$ cat config.mk
export PLATFORM = sky130hd
export DESIGN_NAME = rd_stage
export DESIGN_NICKNAME = d
export VERILOG_FILES = /design/src/rtl/rd_stage.sv
export SDC_FILE = /design/constraint.sdc
export NUM_CORES = 1
export LEC_CHECK = 0
export BUFFER_PORTS_ARGS = -buffer_cell sky130_fd_sc_hd__buf_2
export CAP_MARGIN = 20
export CORE_MARGIN = 1
export CORE_UTILIZATION = 45
export DETAILED_ROUTE_END_ITERATION = 8
export GPL_TIMING_DRIVEN = 0
export PLACE_DENSITY = 0.77
export SYNTH_ARGS = -nofsm -noshare
export SYNTH_HDL_FRONTEND = slang
export SYNTH_SLANG_ARGS = --single-unit
$ cat constraint.sdc
create_clock -name clk -period 3.16 [get_ports clk]
set_clock_uncertainty 0.05 [all_clocks]
set_input_delay 0.632 -clock clk [delete_from_list [all_inputs] [get_ports clk]]
set_output_delay 0.632 -clock clk [all_outputs]
set_load 0.005 [all_outputs]
$ cat src/rtl/rd_stage.sv
// One restoring division step followed by its pipeline register.
module rd_stage #(
    parameter int WIDTH = 32
) (
    input  logic             clk,
    input  logic             rst_n,
    input  logic             in_valid,
    output logic             in_ready,
    input  logic [WIDTH-1:0] in_rem,
    input  logic [WIDTH-1:0] in_quo,
    input  logic [WIDTH-1:0] in_den,
    output logic             out_valid,
    input  logic             out_ready,
    output logic [WIDTH-1:0] out_rem,
    output logic [WIDTH-1:0] out_quo,
    output logic [WIDTH-1:0] out_den
);

    logic             valid_reg;
    logic             valid_next;
    logic [WIDTH-1:0] rem_reg;
    logic [WIDTH-1:0] rem_next;
    logic [WIDTH-1:0] quo_reg;
    logic [WIDTH-1:0] quo_next;
    logic [WIDTH-1:0] den_reg;
    logic [WIDTH-1:0] shifted;
    logic [WIDTH+1:0] trial;
    logic             fits;
    logic             load;

    assign in_ready = !valid_reg || out_ready;
    assign load     = in_valid && in_ready;

    // shift in the next dividend bit and try the subtraction one bit wider
    assign shifted = {in_rem[WIDTH-2:0], in_quo[WIDTH-1]};
    assign trial   = {1'b0, in_rem[WIDTH-1], shifted} - {2'b00, in_den};
    assign fits    = !trial[WIDTH+1];

    always_comb
    begin
        rem_next   = fits ? trial[WIDTH-1:0] : shifted;
        quo_next   = {in_quo[WIDTH-2:0], fits};
        valid_next = in_ready ? in_valid : valid_reg;
    end

    always_ff @(posedge clk or negedge rst_n)
    begin
        if (!rst_n)
        begin
            valid_reg <= 1'b0;
        end
        else
        begin
            valid_reg <= valid_next;
        end
    end

    always_ff @(posedge clk)
    begin
        if (load)
        begin
            rem_reg <= rem_next;
            quo_reg <= quo_next;
            den_reg <= in_den;
        end
    end

    assign out_valid = valid_reg;
    assign out_rem   = rem_reg;
    assign out_quo   = quo_reg;
    assign out_den   = den_reg;

endmodule

**Yosys cells after proc, flatten, opt, wreduce, memory -nomap -nowiden**

Index checks and enable logic that the tools add are counted.
W data, S select, Z words.

- Bits of input ports: 100
- Bits in writable memories: 0
- Word-level logic and storage cells: 10
- Register bits: 97
- Output and inout port bits: 98
- Memories kept: 0
- Bits in read-only memories: 0
- Bits in latches: 0

- Muxes and demuxes: 1
- $add $sub $neg: 1
- Shift-type cells: 0
- Divide/modulo/power cells: 0
- Order comparisons: 0
- Reductions and logical operators: 4
- Multipliers: 0
- Bitwise operators: 0
- Eq/ne operators: 0

Operators by type and width:

| kind | number |
|---|---|
| $sub A33 B32 Y34 | 1 |
| $mux W32 | 1 |
| $logic_not A1 Y1 | 2 |
| $logic_and A1 B1 Y1 | 1 |
| $logic_or A1 B1 Y1 | 1 |

**Depth between registers and ports, before layout**

Gate-level depths: netlist (run 1).

- Depth after elaboration: 3
- Depth in mapped cells: 12
- Depth with buffers taken out: 12

**Worst setup path after synthesis (run 1)**

No wires, ideal clock.

- Path kind: input port to flip-flop
- From: input port out_ready
- To: register den_reg[0], in the netlist out_den[0], enable pin
- Path buffers: 0
- Cell stages on the path: 2
- Setup slack: -0.380 ns
- Data required time: 2.644 ns
- Data arrival time: 3.024 ns
- Path through: nand2b_1 and2_1

- Longest elaborated chain between the ends: 2

Ends and longest elaborated chain:

| element | line | RTL |
|---|---|---|
| from (decl) | 13 | `input logic out_ready,` |
| $logic_or A1 B1 Y1 | 31 | `assign in_ready = !valid_reg \|\| out_ready;` |
| $logic_and A1 B1 Y1 | 32 | `assign load = in_valid && in_ready;` |
| via load | 29 | `logic load;` |
| to (signal assigned) | 64 | `den_reg <= in_den;` |
| to (decl) | 25 | `logic [WIDTH-1:0] den_reg;` |

The timed path passes the listed nets, and every way through them passes these cells.
A chain may end at the register's enable or synchronous reset.

**Worst setup path in the final report (run 1)**

- From: input port in_den[15]
- To: register rem_reg[11], in the netlist out_rem[11] (data pin)

- Longest elaborated chain between the ends: 2

Ends and longest elaborated chain:

| element | line | RTL |
|---|---|---|
| from (decl) | 11 | `input logic [WIDTH-1:0] in_den,` |
| $sub A33 B32 Y34 | 36 | `assign trial = {1'b0, in_rem[WIDTH-1], shifted} - {2'b00, in_den};` |
| $mux W32 | 41 | `rem_next = fits ? trial[WIDTH-1:0] : shifted;` |
| via rem_next[11] | 22 | `logic [WIDTH-1:0] rem_next;` |
| to (signal assigned) | 62 | `rem_reg <= rem_next;` |
| to (decl) | 21 | `logic [WIDTH-1:0] rem_reg;` |

The timed path passes the listed nets, and every way through them passes these cells.

==> metrics.cfg, run 1 <==
[outcome]
status=complete, but fails checks
violations=DRC

[synthesis]
synth_edf_count=96
synth-main-ff-cell=edfxtp_1
synth_area_mm2=0.00535
yosysWarnings=0
yosysUniqueCellTypes=58
ys_ff_latch=97
syn_nets=553
syn_inst=420
synth-seq-area-share_pct=54.4
avgSynthCellArea_um2=12.7
synthArstFlopShare_pct=1.03

[layout]
num_antenna_cells=0
area_delta_synth_final_pct=30.5
drive_above_1_share_pct=43.1
stdcell_count=784
final_nets=769

[die]
initial_utilization_pct=46.4
core_mm2=0.0115
ios=198
core.rowCount=39
die_w_um=111
dieArea_mm2=0.0123
fp.dieH_um=111

[clock_network]
cts_sinks=97
cts_tree=built
htreeDepth=3
cts_root_buffer=clkbuf_16
clockBufferDepth=2
numCtsBuffers=9
clock_latency_ns=0.34
cts.clk_slew.worst_paths_ns=0.07

[sta]
tightest_slew_ns=0.569
timing.fmax_mhz=324
fin_setup_tns_ns=0
slew_violations=0
setup_slack_ns=0.0742
hold_violations=0
layout_min_cycle_time_ns=3.09
slew_headroom_pct=61.7
setup_viol=0
finalCritPeriodShare_pct=97.7
whs_ns=0.411

[placed_design]
hpwlAfterDp_um=9760
place_ws_ns=-0.430
port_buffers=197
place_inst=761
routabilityCongestion=0.868

[grt]
grtUsageTotal_pct=20.4
antenna_found_initial=0
grt_pass1_vias=3982
grt_max_degree=59
grt-ovfl-total=0
grt_first_pass_wirelength_um=19400

[power_and_ir_drop]
power_density_mw_per_mm2=502
p_total_uw=3510
ir_drop_mv=0.226
p_leak_uw=0.00314

[routing]
wirelength_um=12700
viasPerCell=5.21
dr_total_vias=4081
ant_nets=0
drtIter0Drc=287
first_pass_iters=6
drc=40
wl_per_cell_um=16.2

[critical_path]
crit_arrival_ns=3.13
crit_path_cell_trace=buf_2, inv_1, ha_2, and3_4, nand2_1, or3_4, o31ai_2, a21boi_2, a31oi_4, buf_4, buf_12, mux2_4
crit_slowest_cell=or3_4
cp_num_cells=12
path_buf_inv=4
rr_worst_depth=3
cp_max_fo=10
required_ns=3.21
critPathKind=input port to register
endpoint_kind=register
worstSetupStartpointType=input port
path_delay_family=simple AND/OR/NAND/NOR gates
slowest_delay_ns=0.42

[job]
max_cap_violations=0

[hold_path]
holdPathStages=1
hold_class=input port to register

==> path summary, 6_finish.rpt <==
path	from	end	slack (ns)
hold reg to reg	out_valid	out_valid	0.50
hold / removal	in_quo[1]	out_quo[2]	0.41
setup reg to reg	out_valid	out_quo[30]	1.39
min in group asynchronous	rst_n	out_valid	0.56
setup / recovery	in_den[15]	out_rem[11]	0.07
max in group asynchronous	rst_n	out_valid	2.41
==> flip-flops by register name, indices dropped and copies added (netlist names) <==
| name | cells |
|---|---|
| out_quo | 32 |
| out_den | 32 |
| out_valid | 1 |
| out_rem | 32 |
==> cells in the final DEF, fill, tap and decap left out, types with 3 or more instances in the layout <==
master	n
buf_2	197
edfxtp_1	96
inv_1	39
ha_1	29
a21oi_1	28
mux2_4	26
nand2_1	24
xnor2_1	17
o21ai_0	16
nor2_1	15
nor3_1	9
clkbuf_16	9
a21o_1	7
nand2b_1	7
xor2_1	7
and3_1	5
o21a_1	5
o31ai_1	5
o21bai_1	5
buf_4	5
nor2b_1	4
nand3_1	4
a31oi_1	4
mux2i_1	4
buf_6	3
and3_2	3
o211ai_1	3
buf_12	3
==> logic make-up (layout without fill, tap and decap cells) <==
kind of cell | Yosys count | in the layout | share of synthesized area, %
buffers and inverters | 46 | 267 | 4.14
AOI/OAI and AO/OA | 102 | 102 | 13.0
DFF | 97 | 97 | 54.4
xor gates and xnor gates | 24 | 24 | 3.93
muxes | 32 | 32 | 8.47
adders and majority gates | 33 | 33 | 7.86
and+or+nand+nor | 86 | 86 | 8.19
==> where the power goes <==
group | switching, uW | internal, uW
clock network | 474 | 617
registers | 22.4 | 1550
logic | 413 | 434
total | 910 | 2600
==> timing repair <==
| item | in CTS | in global routing |
|---|---|---|
| pin swaps | 3 | 3 |
| hold endpoints to repair | 1 | 0 |
| resized for setup | 2 | 15 |
| setup endpoints to repair | 5 | 28 |
| hold buffers | 1 | 0 |
| buffers inserted | 3 | 3 |
==> metrics by stage <==
stage	util (%)	cell area, um^2
after floorplan	-	5360
after global placement	56.6	6520
after detailed placement	56.9	6550
after CTS	59.8	6890
after global routing	60.6	6980
final	60.6	6980
==> cell usage after synthesis (6+ instances only) <==
library cell / n / share of area, %
edfxtp_1: 96 / 54
inv_1: 40 / 2.8
ha_1: 32 / 7.5
a21oi_1: 29 / 2.7
mux2_4: 26 / 7.3
nand2_1: 24 / 1.7
o21ai_0: 17 / 1.6
xnor2_1: 17 / 2.8
nor2_1: 16 / 1.1
nor3_1: 9 / 0.84
a21o_1: 7 / 0.98
nand2b_1: 7 / 0.82
xor2_1: 7 / 1.1
o31ai_1: 6 / 0.84
==> final cells by class <==
type                       count  area [um^2]
inverter                      40          150
clock buffer                  10          229
clock inverter                 6         67.6
sequential                    97         2910
multi-input combinational    277         2280
timing repair buffer         205         1080
buffer                         6         88.8
fill                         907         4540
tap                          143          179
==> layer usage <==
layer	track usage [%]	part of all wire (%)	wire [um]	up-vias
met2	36.8	50	6410	151
met4	7.21	1.9	238	0
met5	0	0	0	-
li1	-	-	-	2005
met3	5.30	6.8	867	19
met1	23.3	41	5190	1906
(Power assumes the default switching activity.)
==> run 2, diff against run 1 <==
Settings changed: BUFFER_PORTS_ARGS -buffer_cell sky130_fd_sc_hd__buf_2 to -buffer_cell sky130_fd_sc_hd__clkbuf_2.
==> run 2 against run 1 <==
  * The run ends with DRC, setup timing left
  * Register-to-register slack got worse by 0.06 ns
  * Worst setup slack got worse by 0.13 ns
  * Flip-flop and latch count unchanged
  * Largest power group unchanged
  * Clock power is 6% lower
  * Non-clock buffer count did not move
  * Sequential power about the same
  * Combinational power barely moved
  * Critical path type unchanged
  * First-iteration DRC count increased by 14%
  * Fmax decreased by 4.0%
  * Final cell count unchanged
==> metrics.cfg, run 2 (synthesis results as in run 1) <==
[grt]
grtUsageTotal_pct=20.9  ; was 20.4%
grt_first_pass_wirelength_um=20000  ; was 19400 um
antenna_found_initial=0  ; unchanged
grt_pass1_vias=4080  ; was 3982
grt_max_degree=55  ; was 59
grt-ovfl-total=0  ; unchanged

[power_and_ir_drop]
p_leak_uw=0.00317  ; was 0.00314 uW
p_total_uw=3440  ; was 3510 uW
power_density_mw_per_mm2=494  ; was 502 mW/mm^2
ir_drop_mv=0.207  ; was 0.226 mV
p_switching_uw=926  ; was 910 uW
p_int_uw=2520  ; was 2600 uW
netSwitchingFraction_pct=26.9  ; was 25.9%
p_seq_share_pct=45.6  ; was 44.7%
p_clk_share_pct=29.8  ; was 31.1%
p_comb_share_pct=24.6  ; was 24.2%

[clock_network]
cts_tree=built  ; unchanged
cts_root_buffer=clkbuf_16  ; unchanged
clock_latency_ns=0.34  ; about the same
clockBufferDepth=2  ; unchanged
htreeDepth=3  ; unchanged
cts_sinks=97  ; unchanged
numCtsBuffers=9  ; unchanged
cts.clk_slew.worst_paths_ns=0.07  ; about the same

[outcome]
status=complete, but fails checks  ; unchanged
violations=DRC, setup timing  ; was DRC

[die]
initial_utilization_pct=46.4  ; unchanged
dieArea_mm2=0.0123  ; unchanged
ios=198  ; unchanged
die_w_um=111  ; unchanged
fp.dieH_um=111  ; unchanged
core_mm2=0.0115  ; unchanged
core.rowCount=39  ; unchanged

[critical_path]
crit_arrival_ns=3.26  ; was 3.13 ns
worstSetupStartpointType=input port  ; unchanged
cp_max_fo=4  ; was 10
r2r-start=out_valid  ; unchanged
rr_endpoint=out_quo[16]  ; was out_quo[30]
endpoint_kind=register  ; unchanged
required_ns=3.21  ; about the same
rrSetupSlack_ns=1.33  ; was 1.39 ns
critPathKind=input port to register  ; unchanged
rr_worst_depth=3  ; unchanged

[routing]
wirelength_um=12800  ; was 12700 um
viasPerCell=5.24  ; was 5.21
drc=40  ; unchanged
wl_per_cell_um=16.4  ; was 16.2 um
drtIter0Drc=326  ; was 287
dr_total_vias=4111  ; was 4081
first_pass_iters=6  ; unchanged
ant_nets=0  ; unchanged

[sta]
tightest_slew_ns=0.596  ; was 0.569 ns
timing.fmax_mhz=311  ; was 324 MHz
slew_violations=0  ; unchanged
setup_slack_ns=-0.0531  ; was 0.0742 ns
layout_min_cycle_time_ns=3.21  ; was 3.09 ns
whs_ns=0.414  ; was 0.411 ns
hold_violations=0  ; unchanged
slew_headroom_pct=59.9  ; was 61.7%
setup_viol=1  ; was 0
finalCritPeriodShare_pct=102  ; was 97.7%
grt_setup_unrepaired=yes

[hold_path]
holdPathEnd=out_quo[7]  ; was out_quo[2]
hold_class=input port to register  ; unchanged
holdPathStages=1  ; unchanged
hold_start=in_quo[6]  ; was in_quo[1]

[placed_design]
hpwlAfterDp_um=9970  ; was 9760 um
place_ws_ns=-0.474  ; was -0.430 ns
port_buffers=197  ; unchanged
routabilityCongestion=0.869  ; was 0.868

[layout]
area_delta_synth_final_pct=30.4  ; was 30.5%
layout_commonest_cell=clkbuf_2  ; was buf_2
num_antenna_cells=0  ; unchanged
final_nets=769  ; unchanged
drive_above_1_share_pct=43.7  ; was 43.1%
final_cell_mix=clkbuf_2, edfxtp_1, inv_1, a21oi_1, ha_1  ; was buf_2, edfxtp_1, inv_1, ha_1, a21oi_1

[job]
max_cap_violations=0  ; unchanged

==> run 2: metal layers <==
layer	vias up	wire, um	global-route usage, %
met5	-	0	0
met1	1979	5190	24.3
met3	13	769	4.32
met4	0	183	7.31
met2	123	6680	37.9
li1	1996	-	-
==> run 2: power groups by stage <==
| stage | Sequential (uW) | Combinational, uW | Clock, uW |
|---|---|---|---|
| floorplan | 1610 | 516 | 0 |
| global placement | 1600 | 777 | 0 |
| detailed placement | 1600 | 808 | 0 |
| CTS | 1570 | 824 | 1050 |
| global route | 1580 | 924 | 1090 |
| finish | 1570 | 848 | 1020 |
==> run 2: layout make-up <==
| cell class | instances | area [um^2] |
|---|---|---|
| Fill cell | 907 | 4550 |
| Inverter | 40 | 153 |
| Multi-Input combinational cell | 277 | 2290 |
| Clock buffer | 9 | 225 |
| Clock inverter | 7 | 53.8 |
| Buffer | 6 | 88.8 |
| Tap cell | 143 | 179 |
| Sequential cell | 97 | 2910 |
| Timing Repair Buffer | 205 | 1070 |
==> run 2: worst max path at each step <==
stage,slack [ns],startpoint,end
2_1_floorplan,0.01,in_quo[31],out_rem[28]
3_3_place_gp,-0.40,in_quo[31],out_rem[28]
3_5_place_dp,-0.47,in_quo[31],out_rem[28]
4_1_cts,0.02,in_den[16],out_rem[17]
5_1_grt,-0.12,in_quo[31],out_rem[28]
6_report,-0.05,in_quo[31],out_rem[28]
==> run 2: stage by stage <==
stage	instance area (um^2)	utilization, %	TNS, ns	instances
global placement	6520	56.6	-10.20	760
global route	6970	60.5	-0.353	784
detailed placement	6550	56.9	-10.27	761
floorplan	5360	-	0	420
CTS	6870	59.6	0	781
finish	6970	60.5	-0.0531	784
==> run 2: repair_timing <==
action                                  CTS  global route
pin swaps                                 3            10
buffers inserted                          3             3
gates resized for setup                   2            20
hold buffers                              1             0
endpoints found under the setup margin   13            28
hold endpoints to repair                  1             0
==> run 2: worst max-delay path: stages <==
cell and delay (ns):
buf_6 0.10, inv_4 0.05, ha_4 0.12, inv_2 0.04
fa_2 0.39, a211oi_2 0.28, o211a_1 0.27, o31ai_4 0.10
o41a_1 0.46, a41oi_2 0.28, o21ai_1 0.12, a21boi_2 0.17
mux2_4 0.25
